<file path="config.mk">
export PLATFORM = sky130hd
export DESIGN_NAME = modified_utf8_byte_sanitizer_unit
export DESIGN_NICKNAME = d
export VERILOG_FILES = /design/src/rtl/mus_pkg.sv /design/src/rtl/mus_front.sv /design/src/rtl/mus_fifo.sv /design/src/rtl/mus_back.sv /design/src/rtl/modified_utf8_byte_sanitizer_unit.sv
export VERILOG_INCLUDE_DIRS = /design/src /design/src/rtl
export SDC_FILE = /design/constraint.sdc
export NUM_CORES = 1
export LEC_CHECK = 0
export BUFFER_PORTS_ARGS = -buffer_cell sky130_fd_sc_hd__buf_2
export CELL_PAD_IN_SITES_DETAIL_PLACEMENT = 0
export CELL_PAD_IN_SITES_GLOBAL_PLACEMENT = 1
export CORE_MARGIN = 2
export CORE_UTILIZATION = 45
export CTS_BUF_LIST = sky130_fd_sc_hd__clkbuf_4 sky130_fd_sc_hd__clkbuf_8
export CTS_CLUSTER_DIAMETER = 120
export DETAILED_ROUTE_END_ITERATION = 16
export PLACE_DENSITY_LB_ADDON = 0.1
export SLEW_MARGIN = 10
export SYNTH_ARGS = -nofsm -noshare
export SYNTH_HDL_FRONTEND = slang
export SYNTH_HIERARCHICAL = 1
export SYNTH_SLANG_ARGS = --single-unit
</file>
<file path="constraint.sdc">
create_clock -name clk_i -period 3.7 [get_ports clk_i]
set_clock_uncertainty 0.1 [all_clocks]
set_input_delay 0.74 -clock clk_i [delete_from_list [all_inputs] [get_ports clk_i]]
set_output_delay 0.74 -clock clk_i [all_outputs]
set_load 0.03 [all_outputs]
</file>
<file path="src/rtl/modified_utf8_byte_sanitizer_unit_defines.svh">
// Assertion macros shared by the sanitizer RTL.
`ifndef MODIFIED_UTF8_BYTE_SANITIZER_UNIT_DEFINES_SVH
`define MODIFIED_UTF8_BYTE_SANITIZER_UNIT_DEFINES_SVH

// Concurrent assertion on an explicit clock and active-low reset.
`define MUS_ASSERT_CLK(lbl, clk, rstn, prop, msg) \
  lbl: assert property (@(posedge clk) disable iff (!rstn) prop) \
    else $error(msg);

// Concurrent assertion on the block clock and reset.
`define MUS_ASSERT(lbl, prop, msg) `MUS_ASSERT_CLK(lbl, clk_i, rst_ni, prop, msg)

`endif

</file>
<file path="src/rtl/mus_pkg.sv">
`default_nettype none

package mus_pkg;

  // Default depth of the bundle queue between front and back.
  localparam int unsigned FifoDepthDef = 4;

  // Most result bytes that one input item can cause.
  localparam int unsigned MaxRes = 3;

  localparam logic [7:0] QMark    = 8'h3F;
  localparam logic [7:0] ContMask = 8'hC0;
  localparam logic [7:0] ContBits = 8'h80;

  typedef struct packed {
    logic [7:0] in_byte;
    logic       string_last;
  } in_item_t;

  typedef struct packed {
    logic [7:0] out_byte;
    logic       run_last;
    logic       string_end;
  } out_item_t;

  typedef logic [1:0] res_cnt_t;

  // All result bytes caused by one input item, oldest in entry 0.
  typedef struct packed {
    logic [MaxRes-1:0][7:0] bytes;
    res_cnt_t               count;
    logic                   str_last;
  } bundle_t;

  typedef struct packed {
    logic full;
    logic empty;
  } fifo_stat_t;

  // What is held while a multi-byte sequence is incomplete.
  typedef enum logic [3:0] {
    PendNone   = 4'b0001,
    PendTwo    = 4'b0010,
    PendThree  = 4'b0100,
    PendThree2 = 4'b1000
  } pend_e;

  typedef enum logic [1:0] {
    ClsAscii = 2'd0,
    ClsLead2 = 2'd1,
    ClsLead3 = 2'd2,
    ClsBad   = 2'd3
  } byte_cls_e;

  // Classify a byte seen with nothing pending.
  function automatic byte_cls_e classify(logic [7:0] b);
    byte_cls_e cls;
    unique case (b[7:4]) inside
      [4'h0:4'h7]: cls = ClsAscii;
      4'hC, 4'hD:  cls = ClsLead2;
      4'hE:        cls = ClsLead3;
      default:     cls = ClsBad;
    endcase
    return cls;
  endfunction

  function automatic logic is_cont(logic [7:0] b);
    return (b & ContMask) == ContBits;
  endfunction

endpackage

`default_nettype wire

</file>
<file path="src/rtl/mus_front.sv">
`default_nettype none

module mus_front (
  input  wire logic                clk_i,
  input  wire logic                rst_ni,
  input  wire logic                in_valid_i,
  output logic                     in_ready_o,
  input  wire mus_pkg::in_item_t   in_item_i,
  input  wire mus_pkg::fifo_stat_t fifo_stat_i,
  output logic                     push_o,
  output mus_pkg::bundle_t         bundle_o,
  output logic                     pend_idle_o
);

  mus_pkg::pend_e     pend_q, pend_d;
  logic [7:0]         lead_q, lead_d;
  logic [7:0]         second_q, second_d;
  logic               accept;
  logic [7:0]         b;
  logic               cont;
  logic               do_fresh;
  mus_pkg::res_cnt_t  cnt;
  mus_pkg::res_cnt_t  flush;
  logic [2:0]         total;
  mus_pkg::byte_cls_e cls;

  assign in_ready_o  = !fifo_stat_i.full;
  assign accept      = in_valid_i && in_ready_o;
  assign b           = in_item_i.in_byte;
  assign cont        = mus_pkg::is_cont(b);
  assign cls         = mus_pkg::classify(b);
  assign pend_idle_o = (pend_q == mus_pkg::PendNone);

  // Build the result bundle and the next held state for this byte.
  always_comb begin
    pend_d   = pend_q;
    lead_d   = lead_q;
    second_d = second_q;
    do_fresh = 1'b0;
    cnt      = '0;
    bundle_o.bytes = {mus_pkg::MaxRes{mus_pkg::QMark}};

    // Resolve whatever is pending
    unique case (pend_q)
      mus_pkg::PendNone: begin
        do_fresh = 1'b1;
      end
      mus_pkg::PendTwo: begin
        pend_d = mus_pkg::PendNone;
        if (cont) begin
          bundle_o.bytes[0] = lead_q;
          bundle_o.bytes[1] = b;
          cnt = 2'd2;
        end else begin
          cnt      = 2'd1;
          do_fresh = 1'b1;
        end
      end
      mus_pkg::PendThree: begin
        if (cont) begin
          second_d = b;
          pend_d   = mus_pkg::PendThree2;
        end else begin
          pend_d   = mus_pkg::PendNone;
          cnt      = 2'd1;
          do_fresh = 1'b1;
        end
      end
      mus_pkg::PendThree2: begin
        pend_d = mus_pkg::PendNone;
        if (cont) begin
          bundle_o.bytes[0] = lead_q;
          bundle_o.bytes[1] = second_q;
          bundle_o.bytes[2] = b;
          cnt = 2'd3;
        end else begin
          cnt      = 2'd2;
          do_fresh = 1'b1;
        end
      end
      default: begin
        pend_d   = mus_pkg::PendNone;
        do_fresh = 1'b1;
      end
    endcase

    // Examine the byte afresh: pass, replace or hold as a lead
    if (do_fresh) begin
      unique case (cls)
        mus_pkg::ClsAscii: begin
          bundle_o.bytes[cnt] = b;
          cnt = cnt + 2'd1;
        end
        mus_pkg::ClsLead2: begin
          lead_d = b;
          pend_d = mus_pkg::PendTwo;
        end
        mus_pkg::ClsLead3: begin
          lead_d = b;
          pend_d = mus_pkg::PendThree;
        end
        default: begin
          cnt = cnt + 2'd1;
        end
      endcase
    end

    // Flush held bytes as '?' at string end, capped at the bundle size
    flush = '0;
    if (in_item_i.string_last) begin
      if (pend_d == mus_pkg::PendTwo || pend_d == mus_pkg::PendThree) begin
        flush = 2'd1;
      end else if (pend_d == mus_pkg::PendThree2) begin
        flush = 2'd2;
      end
      pend_d = mus_pkg::PendNone;
    end
    total = {1'b0, cnt} + {1'b0, flush};
    bundle_o.count    = (total > 3'(mus_pkg::MaxRes)) ? 2'(mus_pkg::MaxRes) : total[1:0];
    bundle_o.str_last = in_item_i.string_last;
  end

  assign push_o = accept && (bundle_o.count != '0);

  // Advance the pending state
  always_ff @(posedge clk_i or negedge rst_ni) begin
    if (!rst_ni) begin
      pend_q <= mus_pkg::PendNone;
    end else if (accept) begin
      pend_q <= pend_d;
    end
  end

  // Hold the lead and first continuation
  always_ff @(posedge clk_i) begin
    if (accept) begin
      lead_q   <= lead_d;
      second_q <= second_d;
    end
  end

endmodule

`default_nettype wire

</file>
<file path="src/rtl/mus_fifo.sv">
`default_nettype none

module mus_fifo #(
  parameter int unsigned Depth = mus_pkg::FifoDepthDef
) (
  input  wire logic             clk_i,
  input  wire logic             rst_ni,
  input  wire logic             push_i,
  input  wire mus_pkg::bundle_t data_i,
  input  wire logic             pop_i,
  output mus_pkg::bundle_t      data_o,
  output mus_pkg::fifo_stat_t   stat_o
);

  localparam int unsigned PtrW = (Depth > 1) ? $clog2(Depth) : 1;
  localparam int unsigned CntW = $clog2(Depth + 1);

  mus_pkg::bundle_t mem_q [Depth];
  logic [PtrW-1:0]  wr_ptr_q, rd_ptr_q;
  logic [CntW-1:0]  cnt_q;
  logic             do_push, do_pop;

  assign stat_o.full  = (cnt_q == CntW'(Depth));
  assign stat_o.empty = (cnt_q == '0);
  assign do_push      = push_i && !stat_o.full;
  assign do_pop       = pop_i && !stat_o.empty;
  assign data_o       = mem_q[rd_ptr_q];

  // Advance pointers and the fill count
  always_ff @(posedge clk_i or negedge rst_ni) begin
    if (!rst_ni) begin
      wr_ptr_q <= '0;
      rd_ptr_q <= '0;
      cnt_q    <= '0;
    end else begin
      if (do_push) begin
        wr_ptr_q <= (wr_ptr_q == PtrW'(Depth - 1)) ? '0 : wr_ptr_q + 1'b1;
      end
      if (do_pop) begin
        rd_ptr_q <= (rd_ptr_q == PtrW'(Depth - 1)) ? '0 : rd_ptr_q + 1'b1;
      end
      if (do_push && !do_pop) begin
        cnt_q <= cnt_q + 1'b1;
      end else if (do_pop && !do_push) begin
        cnt_q <= cnt_q - 1'b1;
      end
    end
  end

  // Store the incoming bundle
  always_ff @(posedge clk_i) begin
    if (do_push) begin
      mem_q[wr_ptr_q] <= data_i;
    end
  end

endmodule

`default_nettype wire

</file>
<file path="src/rtl/mus_back.sv">
`default_nettype none

module mus_back (
  input  wire logic                clk_i,
  input  wire logic                rst_ni,
  input  wire mus_pkg::bundle_t    data_i,
  input  wire mus_pkg::fifo_stat_t fifo_stat_i,
  output logic                     pop_o,
  output logic                     out_valid_o,
  input  wire logic                out_ready_i,
  output mus_pkg::out_item_t       out_item_o
);

  mus_pkg::res_cnt_t  idx_q;
  logic               out_valid_q;
  mus_pkg::out_item_t out_q, out_d;
  logic               load;
  logic               final_byte;

  assign load       = !fifo_stat_i.empty && (!out_valid_q || out_ready_i);
  assign final_byte = (idx_q == data_i.count - 2'd1);
  assign pop_o      = load && final_byte;

  // Pick the next byte of the head bundle
  always_comb begin
    out_d.out_byte   = data_i.bytes[idx_q];
    out_d.run_last   = final_byte;
    out_d.string_end = final_byte && data_i.str_last;
  end

  // Advance the byte index and the output valid
  always_ff @(posedge clk_i or negedge rst_ni) begin
    if (!rst_ni) begin
      idx_q       <= '0;
      out_valid_q <= 1'b0;
    end else begin
      if (load) begin
        idx_q       <= final_byte ? '0 : idx_q + 2'd1;
        out_valid_q <= 1'b1;
      end else if (out_ready_i) begin
        out_valid_q <= 1'b0;
      end
    end
  end

  // Hold the result until it is taken
  always_ff @(posedge clk_i) begin
    if (load) begin
      out_q <= out_d;
    end
  end

  assign out_valid_o = out_valid_q;
  assign out_item_o  = out_q;

endmodule

`default_nettype wire

</file>
<file path="src/rtl/modified_utf8_byte_sanitizer_unit.sv">
// Modified UTF-8 byte sanitizer.
// Input channel (in_valid_i/in_ready_o/in_item_i) takes one raw byte per item,
// with string_last set on the final byte of a string. Output channel
// (out_valid_o/out_ready_i/out_item_o) gives one corrected byte per item;
// run_last marks the last byte caused by an input item, string_end the
// last byte of a string. Invalid sequences are replaced by '?'.
// An input's bundle enters the queue at the edge that accepts the input, and
// its first byte loads into the output register once that register is empty
// or its byte is taken, so that byte is offered from then on.
// Throughput: one input per cycle while the bundle queue has room; the
// output drains one byte per cycle while out_ready_i is high. An input
// causes zero to three bytes; over a string as many bytes leave as enter,
// so the sustained rate is one byte per cycle, set by the single-byte output register.
// Reset clears the pending sequence state, the queue and the output valid.
// When the receiver stalls, the output item holds, the queue fills, and
// in_ready_o falls once FifoDepth bundles wait.
`default_nettype none
`include "modified_utf8_byte_sanitizer_unit_defines.svh"

module modified_utf8_byte_sanitizer_unit #(
  parameter int unsigned FifoDepth = mus_pkg::FifoDepthDef
) (
  input  wire logic              clk_i,
  input  wire logic              rst_ni,
  input  wire logic              in_valid_i,
  output logic                   in_ready_o,
  input  wire mus_pkg::in_item_t in_item_i,
  output logic                   out_valid_o,
  input  wire logic              out_ready_i,
  output mus_pkg::out_item_t     out_item_o
);

  mus_pkg::fifo_stat_t fifo_stat;
  mus_pkg::bundle_t    push_bundle;
  mus_pkg::bundle_t    head_bundle;
  logic                push;
  logic                pop;
  logic                pend_idle;

  // Classify bytes and build result bundles
  mus_front u_front (
    .clk_i       (clk_i),
    .rst_ni      (rst_ni),
    .in_valid_i  (in_valid_i),
    .in_ready_o  (in_ready_o),
    .in_item_i   (in_item_i),
    .fifo_stat_i (fifo_stat),
    .push_o      (push),
    .bundle_o    (push_bundle),
    .pend_idle_o (pend_idle)
  );

  // Decouple front and back
  mus_fifo #(
    .Depth (FifoDepth)
  ) u_fifo (
    .clk_i  (clk_i),
    .rst_ni (rst_ni),
    .push_i (push),
    .data_i (push_bundle),
    .pop_i  (pop),
    .data_o (head_bundle),
    .stat_o (fifo_stat)
  );

  // Serialise bundles into output bytes
  mus_back u_back (
    .clk_i       (clk_i),
    .rst_ni      (rst_ni),
    .data_i      (head_bundle),
    .fifo_stat_i (fifo_stat),
    .pop_o       (pop),
    .out_valid_o (out_valid_o),
    .out_ready_i (out_ready_i),
    .out_item_o  (out_item_o)
  );

  `MUS_ASSERT(a_end_is_run_last, out_valid_o && out_item_o.string_end |-> out_item_o.run_last, "string_end without run_last")
  `MUS_ASSERT(a_flush_at_end, in_valid_i && in_ready_o && in_item_i.string_last |=> pend_idle, "bytes still held after string end")
  `MUS_ASSERT(a_no_phantom, !out_valid_o && fifo_stat.empty && !(in_valid_i && in_ready_o) |=> !out_valid_o, "output item from empty block")
  `MUS_ASSERT(a_fifo_flags, !(fifo_stat.full && fifo_stat.empty), "queue both full and empty")

endmodule

`default_nettype wire
</file>
# [Yosys cells after proc, flatten, opt, wreduce, memory -nomap -nowiden]
# Memories as Yosys holds them, arrays and structs flattened.
# Index checks and enable logic that the tools add are counted.
[totals] regBits=40 in_bits=13 ramBits=108 elab_cells=109 latch_bits=0 rom_bits=0 memories=1
[memory_table] memory="u_fifo.mem_q" depth=4 word_bits=27 rd=1 rd_ports_with_merged_regs=0 write_ports=1 line="mus_fifo.sv:18" rtl="mus_pkg::bundle_t mem_q [Depth];"
[classes] n_reduce_logical=28 n_lt_le_gt_ge=6 bitwise=0 mux=38 n_eq_ne=17 add_sub_neg=8 shift=0 n_mul=0 n_div=0
[op_table] operator="$mux W24" n=3
[op_table] operator="$pmux W16 S2" n=1
[op_table] operator="$bwmux W24" n=1
[op_table] operator="$mux W8" n=3
[op_table] operator="$eq A4 B4 Y1 const B" n=5
[op_table] operator="$mux W2" n=10
[op_table] operator="$bmux W8 S2" n=1
[op_table] operator="$demux W8 S2" n=1
[op_table] operator="$mux W16" n=1
[op_table] operator="$pmux W4 S2" n=2
[op_table] operator="$mux W4" n=3
[op_table] operator="$pmux W2 S3" n=2
[op_table] operator="$logic_and A1 B1 Y1" n=11
[op_table] operator="$add A2 B1 Y2 const B" n=4
[op_table] operator="$eq A2 B2 Y1 const B" n=4
[op_table] operator="$eq A4 B2 Y1 const B" n=2
[op_table] operator="$eq A4 B3 Y1 const B" n=2
[op_table] operator="$mux W1" n=8
[op_table] operator="$lt A2 B3 Y1 const B" n=2
[op_table] operator="$mux W3" n=2
[op_table] operator="$reduce_and A3 Y1" n=2
[op_table] operator="$reduce_bool A2 Y1" n=3
[op_table] operator="$logic_not A1 Y1" n=5
[op_table] operator="$eq A4 B1 Y1 const B" n=1
[op_table] operator="other kinds (16)" n=18

# [Longest topological paths before layout]
[depth] word_depth=20 ltp_mapped=21 mapped_depth_nobuf=20

# [Hierarchy]
# The synthesis kept the hierarchy.
[modules_own_cells] module="mus_fifo" area_each_um2=4336.7 n_inst=1 cells_per_inst=178 seq_area_each_um2=3418.3
[modules_own_cells] module="mus_front" area_each_um2=1301.2 n_inst=1 cells_per_inst=127 seq_area_each_um2=581.8
[modules_own_cells] module="mus_back" area_each_um2=663.1 n_inst=1 cells_per_inst=58 seq_area_each_um2=375.4

# [Worst setup path before layout]
# OpenSTA, ideal clock, no wires.
[synth_timing] kind="input port to flip-flop" start="input in_item_i[7] in the netlist's numbering" end="register u_fifo.cnt_q[1]" path_stages=15 t_required_ns=3.475 t_arrival_ns=4.025 slack_ns=-0.550 cell_sequence="or3b_1 > or3_4 > and3_4 > xnor2_1 > ha_1 > fa_1 > or2_2 > nor2_1 > nor2_1 > nor2b_1 > buf_2 > ha_1 > inv_1 > fa_1 > mux2_2"
[synth_lines] item="start, declared" line="modified_utf8_byte_sanitizer_unit.sv:27" rtl="input wire mus_pkg::in_item_t in_item_i,"
[synth_lines] item="end signal, assigned" line="mus_fifo.sv:43" rtl="cnt_q <= cnt_q + 1'b1;"
[synth_lines] item="end signal, assigned" line="mus_fifo.sv:45" rtl="cnt_q <= cnt_q - 1'b1;"
[synth_lines] item="end, declared" line="mus_fifo.sv:20" rtl="logic [CntW-1:0] cnt_q;"

==> flow_summary_export.csv <==
group,metric,value,unit
critical_path,crit_path_max_incr_delay,0.43,ns
critical_path,r2r-start,"u_front/pend_q[0]",
layout,diodes,0,
placed_design,dp_hpwl,7759,µm
critical_path,crit_path_end_kind,"register",
global_route,grt_pass1_vias,3410,
global_route,grtUsageTotal,18.32,%
sta,worstMarginPinSlew,0.9211,ns
run_status,violations,"negative setup slack",
drt,vias_per_cell,5.403,
die,dieHeight,122.3,µm
sta,maxSlewViolCount,0,
die,core-area,13770,µm²
critical_path,worstPathArrival,3.96,ns
global_route,antenna_found_initial,0,
critical_path,crit_required,3.93,ns
cts,cts_buffers,17,
global_route,grt_first_pass_wirelength,19310,µm
drt,vias,3366,
critical_path,rrSetupSlack,-0.02,ns
cts,cts_hold_buf,0,
critical_path,crit_type,"input port to register",
critical_path,crit_buf_inv,2,
logic_synthesis,syn-cell-area,6295,µm²
critical_path,critical_path.slowest_cell,"fa_1",
pwr,power.static_leakage,0.002558,µW
drt,drt-total-wl,12480,µm
layout,nets,458,
logic_synthesis,synth_warnings,6,
critical_path,reg2regPathDepth,14,
layout,layout-drive-gt1-share,36.12,%
layout,syn_to_final_growth,18.01,%
die,initial_core_util,45.70,%
logic_synthesis,netlist_instances,362,
critical_path,endpoint,"u_fifo/cnt_q[1]",
pwr,switching_share,29.49,%
pwr,p_total,5260,µW
sta,whs,0.08363,ns
critical_path,r2r_end,"u_fifo/cnt_q[1]",
sta,fin_crit,3.727,ns
sta,tns,-0.02679,ns
sta,finalSetupViolCount,1,
cts,cts_max_level,4,
drt,post_drt_wl_per_cell,20.04,µm
sta,rsz0062_at_grt,"true",
pwr,vdd_ir_drop_max,0.2905,mV
cts,clkSinkCount,148,
global_route,grt_max_degree,28,
sta,fmax,268.3,MHz
flow_run,maxCapViolations,0,
drt,first_pass_iters,4,
critical_path,cp_top_family,"simple AND/OR/NAND/NOR gates",
sta,finalCritPeriodShare,100.7,%
sta,hold_viol,0,
cts,clockBufferDepth,2,
pwr,p_int,3709,µW
cts,cts_tree,"built",
die,rows,43,
drt,drtAntennaViolNets,0,
pwr,seqPwrFrac,43.9,%
pwr,clkPwrFrac,26.6,%
die,dieArea,14950,µm²
sta,max_slew_margin,38.31,%
die,die_x,122.3,µm
cts,clkSlewWorstSetupHoldPaths,0.08,ns
layout,most-common-layout-cells,"edfxtp_1, buf_4, mux4_2",
logic_synthesis,synth_nets,390,
placed_design,port_buffers,24,
critical_path,setup.worst_path.start_class,"input port",
pwr,p_switching,1551,µW
cts,cts_root_buffer,"clkbuf_8",
logic_synthesis,syn_area_per_cell,17.39,µm²
die,io_pins,25,
sta,finalWorstSetupSlack,-0.02679,ns
critical_path,worstPathMaxFanout,3,
pwr,powerDensity,708.1,nW/µm²
global_route,grt-ovfl-total,0,
cts,clk_latency,0.44,ns
placed_design,dp_slack,-0.5609,ns
critical_path,critPathLaunch,"in_item_i[7]",
min_path,hp-class,"input port to async pin",
critical_path,crit_chain,"buf_2 -> or3b_4 -> or3_4 -> and3_4 -> xnor2_2 -> ha_2 -> fa_1 -> or2_4 -> nor2_2 -> nor2_1 -> nor2b_4 -> ha_4 -> inv_2 -> fa_2 -> mux2_2",
pwr,p_comb_share,29.5,%
layout,final_core_util,53.93,%
critical_path,cp.depth,15,
drt,drt_iter0_drc,217,
layout,layout_commonest_cell,"edfxtp_1",
placed_design,place.gp.congestion,0.8268,
drt,drc,0,
run_status,status,"finished, violations left",
==> sequential cells by signal, summed over array words and instances, names as in the netlist <==
register	cells
u_fifo/cnt_q	3
u_front/pend_q	4
u_fifo/mem_q	108
u_fifo/wr_ptr_q	2
u_back/out_item_o	10
u_fifo/rd_ptr_q	2
u_front/lead_q	8
u_front/second_q	8
u_back/idx_q	2
u_back/out_valid_o	1
==> power groups by stage <==
| stage | clock network (µW) | registers (µW) | logic [µW] |
|---|---|---|---|
| after floorplan | 0 | 2420 | 1010 |
| after global placement | 0 | 2330 | 1540 |
| after detailed placement | 0 | 2350 | 1560 |
| after CTS | 1430 | 2310 | 1570 |
| after global routing | 1500 | 2340 | 1700 |
| final | 1400 | 2310 | 1550 |
==> per-layer routing <==
| layer | global-route usage [%] | wire, µm | up-vias | share of wire (%) |
|---|---|---|---|---|
| li1 | - | - | 1550 | - |
| met5 | 0 | 0 | - | 0 |
| met1 | 24.76 | 5617 | 1748 | 45 |
| met3 | 4.275 | 412 | 13 | 3.3 |
| met4 | 7.687 | 207 | 0 | 1.7 |
| met2 | 28.78 | 6247 | 55 | 50 |
==> through the flow <==
stage | cell area (µm²) | instances
floorplan | 6322 | 362
global placement | 6904 | 588
detailed placement | 6904 | 588
CTS | 7373 | 620
global route | 7428 | 623
finish | 7428 | 623
==> worst min path at each step <==
stage	from	to	slack, ns
2_1_floorplan	rst_ni	u_back/idx_q[0]	0.34
3_3_place_gp	u_fifo/cnt_q[2]	u_fifo/cnt_q[2]	0.42
3_5_place_dp	u_fifo/cnt_q[2]	u_fifo/cnt_q[2]	0.43
4_1_cts	rst_ni	u_back/idx_q[1]	0.08
5_1_grt	rst_ni	u_fifo/cnt_q[0]	0.08
6_report	rst_ni	u_back/out_valid_o	0.08
==> final cells by class <==
cell class / instances / area [µm²]
repair buffers: 64 / 470.5
clock buffers: 22 / 271.5
fillers: 1183 / 6345
flip-flops and latches: 148 / 4377
multi-input cells: 183 / 1844
clock inverters: 10 / 180.2
inverters: 16 / 60.06
well taps: 180 / 225.2
==> repair_timing <==
item	in CTS	in global routing
setup endpoints to repair	2	4
gates resized for setup	4	8
setup buffers	0	3
pin swaps	1	4
Note: power is estimated with default switching activity, not from simulation.
